<file path="src/design/cnw_pkg.sv">
`timescale 1ns / 1ps

package cnw_pkg;

    // sequencer phases
    typedef enum logic [2:0] {
        PH_IDLE       = 3'd0,
        PH_POWERUP    = 3'd1,
        PH_EN_HIGH    = 3'd2,
        PH_GAP        = 3'd3,
        PH_CLEAR_WAIT = 3'd4
    } phase_t;

    // request kinds after decode
    typedef enum logic [1:0] {
        OP_TICK = 2'd0,
        OP_CMD  = 2'd1,
        OP_DATA = 2'd2,
        OP_INIT = 2'd3
    } op_t;

    // one decoded word passed from the front to the back
    typedef struct packed {
        op_t        op;
        logic [7:0] byte_val;
    } req_t;

    // register map, word index
    localparam logic [1:0] REG_EN_HIGH  = 2'd0;
    localparam logic [1:0] REG_GAP      = 2'd1;
    localparam logic [1:0] REG_POWERUP  = 2'd2;
    localparam logic [1:0] REG_CLEAR    = 2'd3;

    // register reset values
    localparam logic [7:0]  EN_HIGH_RST = 8'd1;
    localparam logic [11:0] GAP_RST     = 12'd100;
    localparam logic [15:0] POWERUP_RST = 16'd3000;
    localparam logic [15:0] CLEAR_RST   = 16'd2000;

    // init sequence bookkeeping
    localparam logic [2:0] STEP_NONE  = 3'd0;
    localparam logic [2:0] STEP_FIRST = 3'd1;
    localparam logic [2:0] STEP_CLEAR = 3'd5;
    localparam logic [2:0] STEP_LAST  = 3'd6;

    localparam logic [7:0] CMD_WAKE_A    = 8'h33;
    localparam logic [7:0] CMD_WAKE_B    = 8'h32;
    localparam logic [7:0] CMD_FUNC_SET  = 8'h28;
    localparam logic [7:0] CMD_DISP_ON   = 8'h0C;
    localparam logic [7:0] CMD_CLEAR     = 8'h01;
    localparam logic [7:0] CMD_ENTRY     = 8'h06;

    // init byte by zero-based position in the sequence
    function automatic logic [7:0] init_byte(input logic [2:0] idx);
        logic [7:0] b;
        unique case (idx)
            3'd0:    b = CMD_WAKE_A;
            3'd1:    b = CMD_WAKE_B;
            3'd2:    b = CMD_FUNC_SET;
            3'd3:    b = CMD_DISP_ON;
            3'd4:    b = CMD_CLEAR;
            default: b = CMD_ENTRY;
        endcase
        return b;
    endfunction

    // a duration of zero counts as one tick
    function automatic logic [15:0] at_least_one(input logic [15:0] v);
        return (v == 16'd0) ? 16'd1 : v;
    endfunction

endpackage

</file>
<file path="src/design/cnw_front.sv">
`timescale 1ns / 1ps

module cnw_front
    import cnw_pkg::*;
(
    input  logic       aclk,
    input  logic       aresetn,
    input  logic       s_valid,
    output logic       s_ready,
    input  logic [1:0] s_opcode,
    input  logic [7:0] s_byte_in,
    output logic       q_valid,
    output req_t       q_req,
    input  logic       q_pop
);

    localparam int DEPTH = 2;

    req_t       mem_reg [DEPTH];
    logic       wr_ptr_reg, wr_ptr_next;
    logic       rd_ptr_reg, rd_ptr_next;
    logic [1:0] count_reg, count_next;
    req_t       in_req;
    logic       push;
    logic       pop;

    // classify the incoming word
    always_comb begin
        in_req.byte_val = s_byte_in;
        unique case (s_opcode)
            OP_CMD:  in_req.op = OP_CMD;
            OP_DATA: in_req.op = OP_DATA;
            OP_INIT: in_req.op = OP_INIT;
            default: in_req.op = OP_TICK;
        endcase
    end

    assign s_ready = (count_reg != 2'(DEPTH));
    assign push    = s_valid && s_ready;
    assign q_valid = (count_reg != 2'd0);
    assign pop     = q_pop && q_valid;
    assign q_req   = mem_reg[rd_ptr_reg];

    // pointer and fill bookkeeping
    always_comb begin
        wr_ptr_next = push ? ~wr_ptr_reg : wr_ptr_reg;
        rd_ptr_next = pop  ? ~rd_ptr_reg : rd_ptr_reg;
        count_next  = count_reg + 2'(push) - 2'(pop);
    end

    always_ff @(posedge aclk) begin
        if (!aresetn) begin
            wr_ptr_reg <= 1'b0;
            rd_ptr_reg <= 1'b0;
            count_reg  <= 2'd0;
        end else begin
            wr_ptr_reg <= wr_ptr_next;
            rd_ptr_reg <= rd_ptr_next;
            count_reg  <= count_next;
        end
    end

    // queue storage
    always_ff @(posedge aclk) begin
        if (push) begin
            mem_reg[wr_ptr_reg] <= in_req;
        end
    end

endmodule

</file>
<file path="src/design/cnw_back.sv">
`timescale 1ns / 1ps

module cnw_back
    import cnw_pkg::*;
(
    input  logic        aclk,
    input  logic        aresetn,
    input  logic        q_valid,
    input  req_t        q_req,
    output logic        q_pop,
    input  logic [7:0]  en_high_ticks,
    input  logic [11:0] nibble_gap_ticks,
    input  logic [15:0] powerup_wait_ticks,
    input  logic [15:0] clear_wait_ticks,
    output logic        m_valid,
    input  logic        m_ready,
    output logic [3:0]  m_data_nibble,
    output logic        m_reg_select,
    output logic        m_enable_line,
    output logic        m_busy_res,
    output logic        m_rejected
);

    phase_t      phase_reg, phase_next;
    logic [15:0] cnt_reg, cnt_next;
    logic [7:0]  held_reg, held_next;
    logic        rs_reg, rs_next;
    logic        low_reg, low_next;
    logic [2:0]  step_reg, step_next;
    logic [3:0]  nib_reg, nib_next;

    logic        m_valid_reg, m_valid_next;
    logic [3:0]  nib_out_reg, nib_out_next;
    logic        rs_out_reg, rs_out_next;
    logic        en_out_reg, en_out_next;
    logic        busy_out_reg, busy_out_next;
    logic        rej_out_reg, rej_out_next;

    logic        step_en;
    logic        start_init;
    logic [7:0]  start_val;
    logic [15:0] en_dur;

    // take the next word whenever the output slot is free or draining
    assign step_en = q_valid && (!m_valid_reg || m_ready);
    assign q_pop   = step_en;
    assign en_dur  = at_least_one({8'd0, en_high_ticks});

    // one tick: accept a request, snapshot the lines, then count down
    always_comb begin
        phase_next    = phase_reg;
        cnt_next      = cnt_reg;
        held_next     = held_reg;
        rs_next       = rs_reg;
        low_next      = low_reg;
        step_next     = step_reg;
        nib_next      = nib_reg;
        rej_out_next  = 1'b0;
        start_init    = 1'b0;
        start_val     = CMD_ENTRY;

        // request handling
        if (q_req.op != OP_TICK) begin
            if (phase_reg != PH_IDLE) begin
                rej_out_next = 1'b1;
            end else begin
                unique case (q_req.op)
                    OP_CMD, OP_DATA: begin
                        step_next  = STEP_NONE;
                        held_next  = q_req.byte_val;
                        rs_next    = (q_req.op == OP_DATA);
                        low_next   = 1'b0;
                        nib_next   = q_req.byte_val[7:4];
                        phase_next = PH_EN_HIGH;
                        cnt_next   = en_dur;
                    end
                    OP_INIT: begin
                        step_next  = STEP_NONE;
                        phase_next = PH_POWERUP;
                        cnt_next   = at_least_one(powerup_wait_ticks);
                    end
                    default: ;
                endcase
            end
        end

        // line levels seen during this tick
        nib_out_next  = nib_next;
        rs_out_next   = rs_next;
        en_out_next   = (phase_next == PH_EN_HIGH);
        busy_out_next = (phase_next != PH_IDLE);

        // countdown and phase advance
        if (phase_next != PH_IDLE) begin
            if (cnt_next > 16'd1) begin
                cnt_next = cnt_next - 16'd1;
            end else begin
                cnt_next = 16'd0;
                unique case (phase_next)
                    PH_POWERUP: begin
                        step_next  = STEP_FIRST;
                        start_init = 1'b1;
                        start_val  = CMD_WAKE_A;
                    end
                    PH_EN_HIGH: begin
                        phase_next = PH_GAP;
                        cnt_next   = at_least_one({4'd0, nibble_gap_ticks});
                    end
                    PH_GAP: begin
                        if (!low_next) begin
                            low_next   = 1'b1;
                            nib_next   = held_next[3:0];
                            phase_next = PH_EN_HIGH;
                            cnt_next   = en_dur;
                        end else begin
                            priority if (step_next == STEP_CLEAR) begin
                                phase_next = PH_CLEAR_WAIT;
                                cnt_next   = at_least_one(clear_wait_ticks);
                            end else if (step_next == STEP_NONE || step_next >= STEP_LAST) begin
                                step_next  = STEP_NONE;
                                phase_next = PH_IDLE;
                            end else begin
                                start_init = 1'b1;
                                start_val  = init_byte(step_next);
                                step_next  = step_next + 3'd1;
                            end
                        end
                    end
                    PH_CLEAR_WAIT: begin
                        step_next  = STEP_LAST;
                        start_init = 1'b1;
                        start_val  = CMD_ENTRY;
                    end
                    default: phase_next = PH_IDLE;
                endcase
            end
        end

        // launch of an init byte, always a command
        if (start_init) begin
            held_next  = start_val;
            rs_next    = 1'b0;
            low_next   = 1'b0;
            nib_next   = start_val[7:4];
            phase_next = PH_EN_HIGH;
            cnt_next   = en_dur;
        end

        m_valid_next = step_en ? 1'b1 : (m_valid_reg && !m_ready);
    end

    // sequencer state and output word valid
    always_ff @(posedge aclk) begin
        if (!aresetn) begin
            phase_reg   <= PH_IDLE;
            cnt_reg     <= 16'd0;
            held_reg    <= 8'd0;
            rs_reg      <= 1'b0;
            low_reg     <= 1'b0;
            step_reg    <= STEP_NONE;
            nib_reg     <= 4'd0;
            m_valid_reg <= 1'b0;
        end else begin
            m_valid_reg <= m_valid_next;
            if (step_en) begin
                phase_reg <= phase_next;
                cnt_reg   <= cnt_next;
                held_reg  <= held_next;
                rs_reg    <= rs_next;
                low_reg   <= low_next;
                step_reg  <= step_next;
                nib_reg   <= nib_next;
            end
        end
    end

    // output word payload
    always_ff @(posedge aclk) begin
        if (step_en) begin
            nib_out_reg  <= nib_out_next;
            rs_out_reg   <= rs_out_next;
            en_out_reg   <= en_out_next;
            busy_out_reg <= busy_out_next;
            rej_out_reg  <= rej_out_next;
        end
    end

    assign m_valid       = m_valid_reg;
    assign m_data_nibble = nib_out_reg;
    assign m_reg_select  = rs_out_reg;
    assign m_enable_line = en_out_reg;
    assign m_busy_res    = busy_out_reg;
    assign m_rejected    = rej_out_reg;

endmodule

</file>
<file path="src/design/char_lcd_nibble_writer.sv">
`timescale 1ns / 1ps

// Character display controller for a 4-bit HD44780-style bus. Every input word
// is one microsecond tick and may carry a request (tick only, command byte,
// data byte, or the power-up init sequence); every input word yields exactly
// one output word giving the RS, EN and D4..D7 levels for that tick, plus
// busy and rejected flags. A byte goes out high nibble first, each nibble
// with EN high for en_high_ticks and then low for nibble_gap_ticks; a request
// that arrives while busy is dropped and flagged. Throughput is one word per
// clock while the output is not stalled: a two-word queue sits between the
// decode front and the sequencer, and the sequencer advances its tick counter
// once per word. Durations are set over the APB port (0x0 enable-high, 0x4
// nibble gap, 0x8 power-up wait, 0xC clear wait); a duration of zero acts as
// one. Write them only while the block is idle.
module char_lcd_nibble_writer
    import cnw_pkg::*;
(
    input  logic        aclk,
    input  logic        aresetn,
    input  logic        psel,
    input  logic        penable,
    input  logic        pwrite,
    input  logic [3:0]  paddr,
    input  logic [31:0] pwdata,
    output logic [31:0] prdata,
    output logic        pready,
    input  logic        s_valid,
    output logic        s_ready,
    input  logic [1:0]  s_opcode,
    input  logic [7:0]  s_byte_in,
    output logic        m_valid,
    input  logic        m_ready,
    output logic [3:0]  m_data_nibble,
    output logic        m_reg_select,
    output logic        m_enable_line,
    output logic        m_busy_res,
    output logic        m_rejected
);

    logic [7:0]  en_high_reg;
    logic [11:0] gap_reg;
    logic [15:0] powerup_reg;
    logic [15:0] clear_reg;
    logic        cfg_wr;
    logic        q_valid;
    logic        q_pop;
    req_t        q_req;

    assign pready = 1'b1;
    assign cfg_wr = psel && penable && pwrite && pready;

    // configuration registers
    always_ff @(posedge aclk) begin
        if (!aresetn) begin
            en_high_reg <= EN_HIGH_RST;
            gap_reg     <= GAP_RST;
            powerup_reg <= POWERUP_RST;
            clear_reg   <= CLEAR_RST;
        end else if (cfg_wr) begin
            unique case (paddr[3:2])
                REG_EN_HIGH: en_high_reg <= pwdata[7:0];
                REG_GAP:     gap_reg     <= pwdata[11:0];
                REG_POWERUP: powerup_reg <= pwdata[15:0];
                REG_CLEAR:   clear_reg   <= pwdata[15:0];
                default: ;
            endcase
        end
    end

    // register readback
    always_comb begin
        unique case (paddr[3:2])
            REG_EN_HIGH: prdata = {24'd0, en_high_reg};
            REG_GAP:     prdata = {20'd0, gap_reg};
            REG_POWERUP: prdata = {16'd0, powerup_reg};
            REG_CLEAR:   prdata = {16'd0, clear_reg};
            default:     prdata = 32'd0;
        endcase
    end

    cnw_front u_front (
        .aclk      (aclk),
        .aresetn   (aresetn),
        .s_valid   (s_valid),
        .s_ready   (s_ready),
        .s_opcode  (s_opcode),
        .s_byte_in (s_byte_in),
        .q_valid   (q_valid),
        .q_req     (q_req),
        .q_pop     (q_pop)
    );

    cnw_back u_back (
        .aclk               (aclk),
        .aresetn            (aresetn),
        .q_valid            (q_valid),
        .q_req              (q_req),
        .q_pop              (q_pop),
        .en_high_ticks      (en_high_reg),
        .nibble_gap_ticks   (gap_reg),
        .powerup_wait_ticks (powerup_reg),
        .clear_wait_ticks   (clear_reg),
        .m_valid            (m_valid),
        .m_ready            (m_ready),
        .m_data_nibble      (m_data_nibble),
        .m_reg_select       (m_reg_select),
        .m_enable_line      (m_enable_line),
        .m_busy_res         (m_busy_res),
        .m_rejected         (m_rejected)
    );

endmodule

</file>
<file path="config.mk">
export PLATFORM = sky130hd
export DESIGN_NAME = char_lcd_nibble_writer
export DESIGN_NICKNAME = d
export VERILOG_FILES = /design/src/design/cnw_pkg.sv /design/src/design/cnw_front.sv /design/src/design/cnw_back.sv /design/src/design/char_lcd_nibble_writer.sv
export SDC_FILE = /design/constraint.sdc
export NUM_CORES = 1
export LEC_CHECK = 0
export BUFFER_PORTS_ARGS = -buffer_cell sky130_fd_sc_hd__clkbuf_2
export CELL_PAD_IN_SITES_DETAIL_PLACEMENT = 1
export CELL_PAD_IN_SITES_GLOBAL_PLACEMENT = 1
export CORE_AREA = 10 10 138 140
export DETAILED_ROUTE_END_ITERATION = 8
export DIE_AREA = 0 0 148 150
export GPL_ROUTABILITY_DRIVEN = 0
export PLACE_DENSITY_LB_ADDON = 0.1
export SLEW_MARGIN = 20
export SYNTH_ARGS = -nofsm -noshare
export SYNTH_HDL_FRONTEND = slang
export SYNTH_HIERARCHICAL = 1
export SYNTH_SLANG_ARGS = --single-unit
</file>
<file path="constraint.sdc">
create_clock -name aclk -period 4.85 [get_ports aclk]
set_clock_uncertainty 0.05 [all_clocks]
set_input_delay 0.7275 -clock aclk [delete_from_list [all_inputs] [get_ports aclk]]
set_output_delay 0.7275 -clock aclk [all_outputs]
set_load 0.03 [all_outputs]
</file>
# Yosys cells after proc, flatten, opt, wreduce, memory -nomap -nowiden
# Memories as Yosys holds them, arrays and structs flattened. A register that Yosys moved wholly into a read port is not among the register bits.
# Index checks and enable logic that the tools add are counted.
dict set report classes {
  n_mux 76
  n_eq_ne 19
  n_shift 0
  n_bitwise 2
  mul 0
  div_mod_pow 0
  magnitude_cmp 2
  reduce_logical 27
  add_sub_neg 4
}
# operator count
set op_table {}
lappend op_table {{16-bit 2-to-1 mux} 9}
lappend op_table {{32-bit one-hot mux with 4 select lines} 1}
lappend op_table {{16-bit one-hot mux with 2 select lines} 2}
lappend op_table {{3-bit 2-to-1 mux} 16}
lappend op_table {{4-bit 2-to-1 mux} 12}
lappend op_table {{8-bit 2-to-1 mux} 6}
lappend op_table {{16-bit logical NOT} 2}
lappend op_table {{6-bit one-hot mux with 5 select lines} 1}
lappend op_table {{1-bit 2-to-1 mux} 22}
lappend op_table {{3-bit one-hot mux with 3 select lines} 2}
lappend op_table {{16-bit by 1-bit > comparator with 1-bit output (second input constant)} 1}
lappend op_table {{8-bit one-hot mux with 2 select lines} 1}
lappend op_table {{16-bit by 1-bit subtractor with 16-bit output (second input constant)} 1}
lappend op_table {{2-bit equality test (second input constant)} 6}
lappend op_table {{3-bit by 2-bit equality test with 1-bit output (second input constant)} 4}
lappend op_table {{12-bit logical NOT} 1}
lappend op_table {{12-bit 2-to-1 mux} 1}
lappend op_table {{3-bit equality test (second input constant)} 3}
lappend op_table {{8-bit logical NOT} 1}
lappend op_table {{2-bit AND reduction} 4}
lappend op_table {{2-bit by 1-bit equality test with 1-bit output (second input constant)} 3}
lappend op_table {{3-bit by 1-bit equality test with 1-bit output (second input constant)} 2}
lappend op_table {{1-bit logical AND} 6}
lappend op_table {{2-bit one-hot mux with 3 select lines} 1}
lappend op_table {{16 further kinds} 22}
dict set report word_totals {
  elab_cells 151
  romBits 0
  ramBits 20
  inputBits 53
  memories 1
  latch_bits 0
  output_inout_bits 43
  regBits 97
}
# name words word_bits rd rd_clocked_by_memory_dff wr line
set mem_list {}
lappend mem_list {u_front.mem_reg 2 10 1 1 1 cnw_front.sv:19} ;# req_t mem_reg [DEPTH];

# Depth between registers and ports, before layout
dict set report logic_depth {
  depth_word 14
  mapped_depth 18
}

# Modules after synthesis
# Netlist, hierarchy kept.
# mod area_per_inst_um2 seq_area_each_um2 cells_per_inst n_inst
set by_module_without_submodules {}
lappend by_module_without_submodules {cnw_back 3508.4 900.9 456 1}
lappend by_module_without_submodules {char_lcd_nibble_writer 2516.2 1041.0 253 1}
lappend by_module_without_submodules {cnw_front 963.4 700.7 57 1}

# Worst setup path after synthesis
# OpenSTA, ideal clock, no wires.
dict set report synth_path {
  path_kind {register to register}
  startpoint {register (tool-made name)}
  endpoint {register u_back.cnt_reg[14]}
  n_path_buf 4
  arrival_time_ps 4095
  period_less_slack_ps 4216
  stages_incl_launch_ff 18
  setup_slack_ps 634
  path_cell_list {dfxtp_1 -> buf_2 -> mux2_2 -> inv_1 -> ha_1 -> nor4_2 -> clkbuf_1 -> and2_1 -> clkbuf_1 -> o21ai_0 -> o221a_2 -> ha_1 -> clkbuf_1 -> o21ai_0 -> nor4_2 -> or4_1 -> and3_1 -> o2bb2ai_1}
}
# item line
set synth_rtl {}
lappend synth_rtl {{to (signal assigned)} cnw_back.sv:167} ;# cnt_reg <= cnt_next;
lappend synth_rtl {{to (decl)} cnw_back.sv:25} ;# logic [15:0] cnt_reg, cnt_next;

==> metrics.cfg <==
[outcome]
status = completed

[global_route]
antenna_found_initial = 0
grt_max_degree = 67
track_usage_pct = 21.36
grt_pass1_wl_um = 37580
grt_pass1_vias = 6756
overflow = 0

[placement]
place_inst = 1010
dpl-instance-area_sq_mm = 0.007392
dp_hpwl_um = 16940
numPortBuffers = 60

[detailed_routing]
wl_per_cell_um = 22.81
postRouteAntennaNets = 0
drtPass1Iterations = 9
totalWireLength_um = 23770
wl_met2_um = 11750
drt-met1-wl_um = 9961
drtIter0Drc = 384
top_layer = met4
wl_met3_um = 1524
drc_errors = 0
vias_per_cell = 6.065
num_vias = 6320

[synth]
yosys_warnings = 6
postSynthCellCount = 766
ys_types = 78
ys.flop_type = dfxtp_1
synth-edff-count = 28
synth.top_cells.by_area = dfxtp_1, edfxtp_1, mux2i_1
yosysSeqAreaShare_pct = 37.82
syn_avg_cell_area_sq_um = 9.123
synth_seq_cells = 118
synthesis.area_sq_mm = 0.006988
synth-async-reset-ratio_pct = 0
yosys.area.top_type = dfxtp_1
yosysTopAreaCellShare_pct = 25.78

[timing]
whs_ns = 0.4323
finalHoldViolCount = 0
period_share_pct = 86.59
final.min_clock_period_ns = 4.199
setup-violations-final = 0
clock.fmax_mhz = 238.1
slew_violations = 0
tightest_slew_ns = 1.147
setup-tns-final_ns = 0
rsz0062_at_grt = false
max-slew-margin-rel_pct = 23.42

[cts]
cts_sinks = 118
clockBufferDepth = 2
tritoncts = yes
ctsResizeCount = 0
post_cts_hold_buffer_count = 0
numCtsBuffers = 17
clock_latency_ns = 0.43
post_cts_buffers = 0
cts_htree_levels = 4
clk_pin_slew_worst_paths_ns = 0.06
root_buffer = clkbuf_16

[finish]
area.growth.synth_to_final_pct = 13.93
final_area_sq_mm = 0.007961
fillers = 1972
final_nets = 875
largest_reg_flops = 20
drive_above_1_share_pct = 19.95
final_cells = 1042
num_antenna_cells = 0

[floorplan]
rows = 47
die_x_um = 148
die_area_sq_mm = 0.02220
initial_core_util_pct = 42.74
core_sq_mm = 0.01635
io_pins = 96
dieHeight_um = 150

[power]
p_leak_nw = 3.154
power_density_mw_per_mm2 = 627.0
ir_worst_vdd_mv = 0.3400

[min_path]
hold_depth = 2
min_path_type = reg -> reg
min_to = u_back/nib_reg[3]
hp-start = u_back/nib_reg[3]

[setup_path]
cpPeakStageDelay_ns = 0.74
reg2regPathDepth = 14
crit_family = compound AO/OA/AOI/OAI gates
critical_path_class = reg -> reg
critPathMaxFanout = 32
cp-start-kind = register
crit_buf_inv = 3
cp_slowest_cell = or4_4
cp_data_arrival_time_ns = 4.46
path_cells = mux2_2 > inv_1 > ha_1 > nor4_4 > buf_4 > nand2_1 > o221a_2 > inv_1 > ha_1 > o21ai_0 > or4_4 > a221oi_1 > o21ai_0 > a32o_1
cp.required_ns = 5.11
r2r_setup_slack_ns = 0.65
r2r-end = u_back/cnt_reg[8]
end_kind = register
cp.depth = 14

[job]
cap_violations = 0

## metal layers
layer  up-vias  global-route usage [%]
li1       2900                       -
met1      3151                   25.58
met2       227                   36.76
met3        42                   4.831
met4         0                   7.681
met5         -                       0
## how the worst max path moves through the flow
| stage | start | endpoint |
|---|---|---|
| 3_5_place_dp | register | u_back/cnt_reg[8] |
| 5_1_grt | register | u_back/cnt_reg[8] |
| 6_report | register | u_back/cnt_reg[8] |
| 2_1_floorplan | register | u_back/cnt_reg[14] |
| 3_3_place_gp | register | u_back/cnt_reg[8] |
| 4_1_cts | register | u_back/cnt_reg[8] |
## cells in the mapped netlist, types with 4 or more instances
master    number
nor2_1        33
buf_4         19
mux2_2        22
mux2i_1       61
or4_1          8
nand3_1       16
nor3_1        18
nand4_1        8
o21a_1         4
a32o_1         5
or2_2          4
and3_1        11
a211oi_1       6
nand2b_1       6
a221o_1        4
o21ai_0       44
o22ai_1        4
a31oi_1        7
edfxtp_1      28
nor4_1        15
buf_2         12
inv_1         21
a21oi_1       30
ha_1          13
nor2b_1       24
a221oi_1       8
buf_6          4
a211o_1        4
and2_1         5
dfxtp_1       90
a222oi_1       7
mux4_2         8
a22o_1         8
and2_0         4
o211ai_1      10
clkbuf_1      35
nand2_1       98
## cell type report
type | instances | area, sq um | area share (%)
tap | 220 | 275.3 | 3.457
multi-input combinational | 571 | 3949 | 49.60
inverter | 22 | 82.58 | 1.037
clock buffer | 18 | 429.2 | 5.391
timing repair buffer | 79 | 442.9 | 5.563
sequential | 118 | 2643 | 33.19
clock inverter | 14 | 140.1 | 1.760
## power by group
part	switching, mW	total (mW)	internal [mW]
logic	1.60	2.43	0.835
registers	0.111	1.32	1.21
clock network	0.522	1.24	0.718
total	2.23	4.99	2.76
## cell usage in the layout (no fill, tap or decap), types with 8 or more instances in the layout
cell | netlist | layout
dfxtp_1 | 90 | 90
conb_1 | 2 | 17
and3_1 | 11 | 11
ha_1 | 13 | 13
nand3_1 | 16 | 16
nor4_1 | 15 | 15
inv_1 | 21 | 21
buf_4 | 19 | 19
a221oi_1 | 8 | 8
a21oi_1 | 30 | 30
o21ai_0 | 44 | 44
nor2_1 | 33 | 33
edfxtp_1 | 28 | 28
nand2_1 | 98 | 98
nand4_1 | 8 | 8
clkbuf_2 | 0 | 59
o211ai_1 | 10 | 10
nor2b_1 | 24 | 24
mux4_2 | 8 | 8
clkbuf_16 | 0 | 17
mux2i_1 | 61 | 61
or4_1 | 8 | 8
nor3_1 | 18 | 18
a22o_1 | 8 | 8
mux2_2 | 22 | 22
## logic make-up after synthesis
kind of cell	share of synthesized area, %
fa+ha+maj	2.328
xor+xnor	0.5014
buf+inv	6.607
simple gates	20.00
compound gates	17.78
mux	14.86
flops	37.82
other cells	0.1075
## stage by stage
| stage | power [mW] | utilization, % | setup slack, ns |
|---|---|---|---|
| after floorplan | 3.020 | - | 0.6345 |
| after global placement | 3.655 | 45.22 | 0.8244 |
| after detailed placement | 3.726 | 45.22 | 0.7069 |
| after CTS | 4.991 | 48.70 | 0.6915 |
| after global routing | 5.282 | 48.70 | 0.4298 |
| final | 4.992 | 48.70 | 0.6506 |
## worst register-to-register path, delay by kind of cell (launching register included)
| family | cells | cell delay, ns |
|---|---|---|
| AOI/OAI and AO/OA | 5 | 1.31 |
| and+or+nand+nor | 3 | 1.20 |
| buffers and inverters | 3 | 0.54 |
| adders and majority gates | 2 | 0.43 |
| DFF | 1 | 0.33 |
| muxes | 1 | 0.24 |
(Power assumes the default switching activity.)
